[src/sv/spq_pkg.sv]
package spq_pkg;

  localparam int unsigned ValW    = 32;
  localparam int unsigned CmdW    = 2;
  localparam int unsigned StatusW = 3;

  // command codes
  localparam logic [CmdW-1:0] CmdInsert = 2'd0;
  localparam logic [CmdW-1:0] CmdDelete = 2'd1;
  localparam logic [CmdW-1:0] CmdList   = 2'd2;

  // result status codes
  localparam logic [StatusW-1:0] StDone     = 3'd0;
  localparam logic [StatusW-1:0] StOverflow = 3'd1;
  localparam logic [StatusW-1:0] StEmpty    = 3'd2;
  localparam logic [StatusW-1:0] StNotFound = 3'd3;
  localparam logic [StatusW-1:0] StListed   = 3'd4;

  // control broadcast to every cell of the chain
  typedef struct packed {
    logic                   ins;
    logic                   del;
    logic                   rot;
    logic signed [ValW-1:0] val;
  } cell_ctrl_t;

endpackage

[src/sv/spq_cell.sv]
module spq_cell (
  input  logic                                clk_i,
  input  spq_pkg::cell_ctrl_t                 ctrl_i,
  input  logic                                occ_i,
  input  logic                                occ_next_i,
  input  logic                                left_t_i,
  input  logic                                left_found_i,
  input  logic signed [spq_pkg::ValW-1:0]     left_val_i,
  input  logic signed [spq_pkg::ValW-1:0]     right_val_i,
  input  logic signed [spq_pkg::ValW-1:0]     head_val_i,
  output logic                                t_o,
  output logic                                found_o,
  output logic signed [spq_pkg::ValW-1:0]     val_o
);

  logic signed [spq_pkg::ValW-1:0] val_q, val_d;
  logic                            eq;

  // insert point marker: set from the first cell not larger than the word on
  assign t_o     = !occ_i || (ctrl_i.val >= val_q);
  // first equal cell and everything after it closes up on delete
  assign eq      = occ_i && (val_q == ctrl_i.val);
  assign found_o = left_found_i || eq;
  assign val_o   = val_q;

  // next value from own word, left neighbor, right neighbor or head
  always_comb begin
    val_d = val_q;
    if (ctrl_i.ins) begin
      if (left_t_i) begin
        val_d = left_val_i;
      end else if (t_o) begin
        val_d = ctrl_i.val;
      end
    end else if (ctrl_i.del) begin
      if (found_o) begin
        val_d = right_val_i;
      end
    end else if (ctrl_i.rot) begin
      if (occ_i && !occ_next_i) begin
        val_d = head_val_i;
      end else if (occ_i) begin
        val_d = right_val_i;
      end
    end
  end

  always_ff @(posedge clk_i) begin
    val_q <= val_d;
  end

endmodule

[src/sv/sorted_priority_queue.sv]
// Insert and delete: the result word is registered and appears in the cycle after acceptance.
// List: on acceptance the block enters StList, which then registers one word per cycle while
// the receiver does not stall, count words in all; an empty list gives its one word in the
// next cycle. The head of the cell chain rotates so the order is restored when the last
// word leaves. A new command is taken once the previous one has produced all its words.
// Reset (rst_ni low, asynchronous) empties the queue and drops any pending word.
module sorted_priority_queue #(
  parameter int unsigned DEPTH = 8
) (
  input  logic                                   clk_i,
  input  logic                                   rst_ni,
  input  logic                                   in_valid_i,
  output logic                                   in_stall_o,
  input  logic [spq_pkg::CmdW-1:0]               cmd_i,
  input  logic signed [spq_pkg::ValW-1:0]        value_i,
  output logic                                   out_valid_o,
  input  logic                                   out_stall_i,
  output logic [spq_pkg::StatusW-1:0]            status_o,
  output logic signed [spq_pkg::ValW-1:0]        entry_o,
  output logic                                   last_o
);

  localparam int unsigned CntW = $clog2(DEPTH + 1);

  typedef enum logic [1:0] {
    StIdle = 2'b01,
    StList = 2'b10
  } state_e;

  state_e                            state_q, state_d;
  logic [CntW-1:0]                   count_q, count_d;
  logic [CntW-1:0]                   rem_q, rem_d;
  logic                              out_valid_q, out_valid_d;
  logic [spq_pkg::StatusW-1:0]       status_q, status_d;
  logic signed [spq_pkg::ValW-1:0]   entry_q, entry_d;
  logic                              last_q, last_d;

  spq_pkg::cell_ctrl_t               ctrl;
  logic [DEPTH-1:0]                  occ, t, found;
  logic signed [spq_pkg::ValW-1:0]   vals [DEPTH];

  logic out_free, accept, full, is_ins, is_del, is_list;

  assign out_free   = !out_valid_q || !out_stall_i;
  assign in_stall_o = (state_q != StIdle) || !out_free;
  assign accept     = in_valid_i && !in_stall_o;
  assign full       = (count_q == CntW'(DEPTH));
  assign is_ins     = accept && (cmd_i == spq_pkg::CmdInsert);
  assign is_del     = accept && (cmd_i == spq_pkg::CmdDelete);
  assign is_list    = accept && (cmd_i == spq_pkg::CmdList);

  // cell control
  assign ctrl.ins = is_ins && !full;
  assign ctrl.del = is_del && found[DEPTH-1];
  assign ctrl.rot = (state_q == StList) && out_free;
  assign ctrl.val = value_i;

  // occupancy from the fill count
  always_comb begin
    for (int i = 0; i < DEPTH; i++) begin
      occ[i] = (CntW'(i) < count_q);
    end
  end

  // cell chain
  for (genvar g = 0; g < DEPTH; g++) begin : g_cell
    logic                            left_t, left_found, occ_next;
    logic signed [spq_pkg::ValW-1:0] left_val, right_val;
    if (g == 0) begin : g_first
      assign left_t     = 1'b0;
      assign left_found = 1'b0;
      assign left_val   = value_i;
    end else begin : g_mid
      assign left_t     = t[g-1];
      assign left_found = found[g-1];
      assign left_val   = vals[g-1];
    end
    if (g == DEPTH - 1) begin : g_last
      assign right_val = vals[g];
      assign occ_next  = 1'b0;
    end else begin : g_inner
      assign right_val = vals[g+1];
      assign occ_next  = occ[g+1];
    end
    spq_cell u_cell (
      .clk_i        (clk_i),
      .ctrl_i       (ctrl),
      .occ_i        (occ[g]),
      .occ_next_i   (occ_next),
      .left_t_i     (left_t),
      .left_found_i (left_found),
      .left_val_i   (left_val),
      .right_val_i  (right_val),
      .head_val_i   (vals[0]),
      .t_o          (t[g]),
      .found_o      (found[g]),
      .val_o        (vals[g])
    );
  end

  // command sequencing and result word
  always_comb begin
    state_d     = state_q;
    count_d     = count_q;
    rem_d       = rem_q;
    out_valid_d = out_valid_q && out_stall_i;
    status_d    = status_q;
    entry_d     = entry_q;
    last_d      = last_q;
    case (state_q)
      StIdle: begin
        if (is_ins) begin
          out_valid_d = 1'b1;
          status_d    = full ? spq_pkg::StOverflow : spq_pkg::StDone;
          entry_d     = '0;
          last_d      = 1'b1;
          if (!full) begin
            count_d = count_q + 1'b1;
          end
        end else if (is_del) begin
          out_valid_d = 1'b1;
          entry_d     = '0;
          last_d      = 1'b1;
          if (count_q == '0) begin
            status_d = spq_pkg::StEmpty;
          end else if (!found[DEPTH-1]) begin
            status_d = spq_pkg::StNotFound;
          end else begin
            status_d = spq_pkg::StDone;
            count_d  = count_q - 1'b1;
          end
        end else if (is_list) begin
          if (count_q == '0) begin
            out_valid_d = 1'b1;
            status_d    = spq_pkg::StEmpty;
            entry_d     = '0;
            last_d      = 1'b1;
          end else begin
            rem_d   = count_q;
            state_d = StList;
          end
        end
      end
      StList: begin
        if (out_free) begin
          out_valid_d = 1'b1;
          status_d    = spq_pkg::StListed;
          entry_d     = vals[0];
          last_d      = (rem_q == CntW'(1));
          rem_d       = rem_q - 1'b1;
          if (rem_q == CntW'(1)) begin
            state_d = StIdle;
          end
        end
      end
      default: begin
        state_d = StIdle;
      end
    endcase
  end

  always_ff @(posedge clk_i or negedge rst_ni) begin
    if (!rst_ni) begin
      state_q     <= StIdle;
      count_q     <= '0;
      rem_q       <= '0;
      out_valid_q <= 1'b0;
    end else begin
      state_q     <= state_d;
      count_q     <= count_d;
      rem_q       <= rem_d;
      out_valid_q <= out_valid_d;
    end
  end

  always_ff @(posedge clk_i) begin
    status_q <= status_d;
    entry_q  <= entry_d;
    last_q   <= last_d;
  end

  assign out_valid_o = out_valid_q;
  assign status_o    = status_q;
  assign entry_o     = entry_q;
  assign last_o      = last_q;

endmodule

[config.mk]
export PLATFORM = sky130hd
export DESIGN_NAME = sorted_priority_queue
export DESIGN_NICKNAME = d
export VERILOG_FILES = /design/src/sv/spq_pkg.sv /design/src/sv/spq_cell.sv /design/src/sv/sorted_priority_queue.sv
export SDC_FILE = /design/constraint.sdc
export NUM_CORES = 1
export LEC_CHECK = 0
export BUFFER_PORTS_ARGS = -buffer_cell sky130_fd_sc_hd__buf_2
export CAP_MARGIN = 10
export CORE_MARGIN = 3
export CORE_UTILIZATION = 45
export CTS_CLUSTER_DIAMETER = 40
export DETAILED_ROUTE_END_ITERATION = 10
export PLACE_DENSITY = 0.73
export SLEW_MARGIN = 25
export SYNTH_ARGS = -nofsm -noshare
export SYNTH_HDL_FRONTEND = slang
export SYNTH_SLANG_ARGS = --single-unit
[constraint.sdc]
create_clock -name clk_i -period 11.9 [get_ports clk_i]
set_input_delay 0.595 -clock clk_i [delete_from_list [all_inputs] [get_ports clk_i]]
set_output_delay 0.595 -clock clk_i [all_outputs]
set_load 0.02 [all_outputs]
Word level (Yosys, flattened, before mapping)
Index checks and enable logic that the tools add are counted.
- register bits after elaboration: 303
- output and inout port bits: 38
- bits of input ports: 38
- word-level logic and storage cells: 262
- $lt $le $gt $ge: 16
- reduce and logical (&&, ||, !) cells: 80
- equality and inequality tests: 42
- $add $sub $neg: 3
- multiplexer cells: 106
- operators by type and width (operator ; number):
    32-bit 2-to-1 mux ; 66
    32-bit == test ; 8
    32-bit >= comparator ; 8
    32-bit case mux with 2 select lines ; 1
    3-bit by 1-bit inequality test with 1-bit output, second input constant ; 14
    4-bit 2-to-1 mux ; 10
    4-bit AND reduction ; 8
    4-bit nonzero test ; 6
    1-bit logical AND ; 23
    1-bit logical OR ; 17
    3-bit by 4-bit less-than comparator with 1-bit output, first input constant ; 4
    2-bit 2-to-1 mux ; 8
    3-bit 2-to-1 mux ; 5
    2-bit inequality test, second input constant ; 7
    1-bit logical NOT ; 13
    6-bit AND reduction ; 2
    1-bit 2-to-1 mux ; 11
    5-bit AND reduction ; 2
    2-bit nonzero test ; 5
    1-bit by 4-bit less-than comparator with 1-bit output, first input constant ; 2
    2-bit by 4-bit less-than comparator with 1-bit output, first input constant ; 2
    2-bit by 1-bit inequality test with 1-bit output, second input constant ; 4
    4-bit inequality test, second input constant ; 2
    4-bit case mux with 2 select lines ; 1
    other kinds (13) ; 18

Depth between registers and ports, before layout
- depth after elaboration: 14
- depth in mapped cells: 13
- gate-level depth less buffers: 10

Modules after synthesis
From an unflattened synthesis, not the netlist that was laid out.
- cells, all modules: 2615
- area total of the unflattened synthesis: 25286.8 µm²
- modules (own cells, without submodules) (module ; times used ; cells each ; seq. area each (µm²) ; area an instance (µm²)):
    spq_cell at g_cell[0].u_cell ... ; 6 ; 304 ; 960.9 ; 2882.8
    spq_cell at g_cell[1].u_cell ; 1 ; 307 ; 960.9 ; 2905.3
    spq_cell at g_cell[7].u_cell ; 1 ; 304 ; 960.9 ; 2879.0
    sorted_priority_queue ; 1 ; 180 ; 1357.6 ; 2205.9

Least setup slack after synthesis
Ideal clock, no wire load.
- path type: input to register
- start: in value_i[0] (netlist bit)
- end: reg g_cell[2].u_cell.val_q, in the netlist g_cell[2].u_cell.val_o[0] (enable)
- setup time: 470 ps
- data arrival time: 5249 ps
- buffers on the path: 2
- path slack: 6181 ps
- required time: 11430 ps
- stages: 12
- cell sequence: clkbuf_1 -> inv_1 -> ha_1 -> nor2b_1 -> o211ai_1 -> a21oi_1 -> o31a_2 -> a2111oi_4 -> mux2i_4 -> buf_6 -> nor2_1 -> a211oi_1
- word-level cells in the longest chain between the ends: 12
- elaborated cells between the ends (all ways): 33
- classes of those cells: 2 x order compare; 10 x eq/ne; 21 x reduce/logical
- ends and longest elaborated chain (what ; line ; text):
    start, declared ; sorted_priority_queue.sv:15 ; input logic signed [spq_pkg::ValW-1:0] value_i,
    parallel branches: the longest is 11 deep, another holds 32-bit >= comparator ; -- ;
    4-bit AND reduction (no source line) * ; -- ;
    end signal, assigned ; spq_cell.sv:49 ; val_q <= val_d;
    end, declared ; spq_cell.sv:16 ; logic signed [spq_pkg::ValW-1:0] val_q, val_d;
Mark *: on every way between the ends.
A chain may end at the register's enable or synchronous reset.

Worst setup path after layout
- start: reg g_cell[3].u_cell.val_q, in the netlist g_cell[3].u_cell.val_o[15]
- end: reg g_cell[3].u_cell.val_q, in the netlist g_cell[3].u_cell.val_o[19] (enable)
- word-level cells in the longest chain between the ends: 10
- elaborated cells between the ends (all ways): 15
- classes of those cells: 1 x order compare; 3 x eq/ne; 11 x reduce/logical
- ends and longest elaborated chain (what ; line):
    start, declared ; spq_cell.sv:16
    start signal, assigned ; spq_cell.sv:49
    parallel branches: the longest is 9 deep, another holds 32-bit >= comparator ; --
    4-bit AND reduction (no source line) * ; --
Marked as above.

==> impl_metrics.yaml <==
detailed_routing:
  drc_errors: 0
  drt_first_pass_iters: 6
  vias: 20250
  vias_per_cell: 6.354
  drt-initial-drc-count: 2306
  drtAntennaViolNets: 0
  wl_per_cell_um: 25.24
  routed_wl_um: 80430
floorplan:
  io_pins: 76
  start_util: 0.4565
  core.rowCount: 83
  die_area_mm2: 0.05492
  die_h_um: 234.4
  dieWidth_um: 234.4
  core_mm2: 0.05141
grt:
  grt_pass1_wl_um: 119500
  grt_usage: 0.2868
  antenna_found_initial: 0
  grt_overflow: 0
  grt_max_degree: 242
  grt_pass1_vias: 19630
logic_synthesis:
  synth-seq-cells: 303
  synthCells: 2480
  synthDistinctLibCells: 78
  ys_seq_area_frac: 0.3854
  synth_area_leader_cell: "edfxtp_1"
  synth_top_area_frac: 0.3737
  ys.flop_type: "edfxtp_1"
  synth_nets: 2781
  avgSynthCellArea_um2: 9.462
  synth_area_mm2: 0.02347
  ys_warn_count: 0
  synth.area.top_cells: "edfxtp_1 37%, ha_1 14%, mux2i_1 8.3%, a21oi_1 7.0%, inv_1 4.3%"
  synth_edf_count: 292
  ys_async_sr_fraction: 0.03630
timing:
  max-slew-margin-rel: 0.2763
  rsz0062_at_grt: "false"
  fin_crit_sh: 0.4254
  finalHoldViolations: 0
  setup_viol: 0
  tightest_slew_ns: 1.082
  maxSlewViolCount: 0
  fin_worst_skew_ns: 0.01804
  finalWorstSetupSlack_ns: 6.837
  fin_tns_setup_ns: 0
  finalCriticalPeriod_ns: 5.063
  fmax_ghz: 0.1975
setup_path:
  crit_fanout: 22
  ff2ff_setup_slack_ns: 6.84
  r2r_start: "g_cell[3].u_cell.val_o[15]"
  path_class: "reg2reg"
  reg2regPathDepth: 12
  crit_arrival_ns: 5.32
  crit_path_end_kind: "flip-flop"
  crit_required_ns: 12.16
  start_kind: "flip-flop"
  r2r_end: "g_cell[3].u_cell.val_o[19]"
layout:
  final_common_cell: "a21oi_1"
  area_delta_synth_final_pct: 12.19
  n_fill_cell: 4603
  instances_no_fill: 3187
  layout-drive-gt1-share: 0.1037
  most-common-layout-cells: "327 x a21oi_1, 292 x edfxtp_1, 269 x inv_1"
  register_area_mm2: 0.009045
  diodes: 0
  layout.nets: 2759
  multi_input_area_mm2: 0.01272
clocking:
  post_cts_buffers: 0
  clkLatencyLatePin_ns: 0.61
  cts-root-buf: "clkbuf_16"
  cts_made_buffers: 57
  cts.sinks: 303
  clkTransAtPathRegs_ns: 0.05
  cts_tree: "done"
  cts_resized: 0
  h-tree-depth: 2
  clockBufferDepth: 3
placed_design:
  hpwl_um: 53880
  place.gp.congestion: 0.9926
  dp_slack_ns: 6.445
  place_inst: 3077
  numPortBuffers: 75
outcome:
  outcome: "finished, final reports clean"
pwr:
  powerDensity_mw_per_mm2: 257.2
  irDropWorstVdd_uv: 116.4
  swShare: 0.4230
  power_switching_mw: 2.865
  combPwrFrac: 0.446
  seqPwrFrac: 0.299
  power_leakage_nw: 11.52
  clkPwrFrac: 0.256
  internal_power_mw: 3.908
flow_run:
  drv_cap: 0
hold_path:
  hold_class: "in2async"
[metrics by stage]
step                area [um2]  power (mW)  hold WS, ns    util
finish                   26330       6.772       0.3935  0.5121
global route             26330       7.096       0.4263  0.5121
CTS                      26270       6.720       0.3739  0.5109
detailed placement       24210       4.970       0.4801  0.4710
global placement         24180       4.870       0.4752  0.4705
floorplan                23470       4.001       0.2994       -
[worst max path at each step]
stage	start	to	slack, ns
after floorplan	value_i[0]	g_cell[2].u_cell.val_o[0]	6.18
after global placement	value_i[15]	g_cell[3].u_cell.val_o[24]	6.16
after detailed placement	value_i[15]	g_cell[3].u_cell.val_o[24]	6.44
after CTS	g_cell[3].u_cell.val_o[15]	g_cell[3].u_cell.val_o[27]	6.85
after global routing	g_cell[3].u_cell.val_o[15]	g_cell[3].u_cell.val_o[27]	6.75
final	g_cell[3].u_cell.val_o[15]	g_cell[3].u_cell.val_o[19]	6.84
[cell usage after synthesis, types with 5 or more instances]
cell and instances:
a21oi_1 329, edfxtp_1 292, inv_1 269, ha_1 263, nand2_1 232, mux2i_1 195
a22oi_1 129, clkbuf_1 127, nor2_1 87, o21ai_0 80, nand4_1 68, nand3_1 37
o22ai_1 37, and2_1 36, a221o_1 34, buf_2 30, a21o_1 23, nor3_1 15
a211oi_1 14, nor2b_1 14, buf_4 13, buf_6 12, o211ai_1 12, dfrtp_1 10
nor4_1 9, a31oi_1 7, and3_1 7, nand2b_1 7, buf_1 5
[sequential cells by signal, summed over array words and instances, names as in the netlist]
signal / count
status_o: 3
entry_o: 32
count_q: 4
last_o: 1
state_q: 2
g_cell.u_cell.val_o: 256
rem_q: 4
out_valid_o: 1
[cell families (layout without fill, tap and decap cells)]
group | after synthesis | after routing | synth area share
AND/OR/NAND/NOR | 539 | 539 | 0.1112
adder cells (fa/ha/maj) | 263 | 263 | 0.1402
buffers and inverters | 457 | 484 | 0.08062
flip-flops | 303 | 303 | 0.3854
multiplexers | 201 | 201 | 0.08766
XOR/XNOR | 4 | 4 | 0.001493
AO/OA/AOI/OAI | 713 | 713 | 0.1934
[routing by layer]
| metal | global-route usage | vias to the layer above | part of all wire |
|---|---|---|---|
| li1 | - | 9107 | - |
| met1 | 0.3771 | 9786 | 0.41 |
| met2 | 0.4466 | 1115 | 0.45 |
| met3 | 0.05248 | 242 | 0.086 |
| met4 | 0.1605 | 0 | 0.058 |
| met5 | 0 | - | 0 |
[power by group through the flow]
stage	clock, mW	sequential [mW]	combinational [mW]
after floorplan	0	1.97	2.03
after global placement	0	2.03	2.84
final	1.73	2.02	3.02
after detailed placement	0	2.03	2.94
after global routing	1.80	2.06	3.24
after CTS	1.75	2.02	2.95
[what timing repair did]
| item | in CTS | in global routing |
|---|---|---|
| endpoints found under the hold margin | 10 | 0 |
| hold buffers | 1 | 0 |
| endpoints found under the setup margin | 0 | 0 |
[layout make-up]
class	count	share of cell area
Multi-Input combinational cell	1720	0.4831
Timing Repair Buffer	106	0.02500
Sequential cell	303	0.3436
Clock buffer	70	0.05922
Tap cell	680	0.03232
Inverter	270	0.03850
Clock inverter	38	0.01830
[critical path, stage by stage (launching register included)]
cell,delay (ns)
edfxtp_1,0.39
inv_1,0.08
ha_1,0.30
nand4_1,0.20
nor3_1,0.56
a21boi_0,0.51
o32ai_1,0.24
mux2i_1,0.21
and3_2,0.46
buf_4,0.41
a22oi_2,0.71
buf_8,0.24
buf_4,0.36
Note: power is estimated with default switching activity, not from simulation.
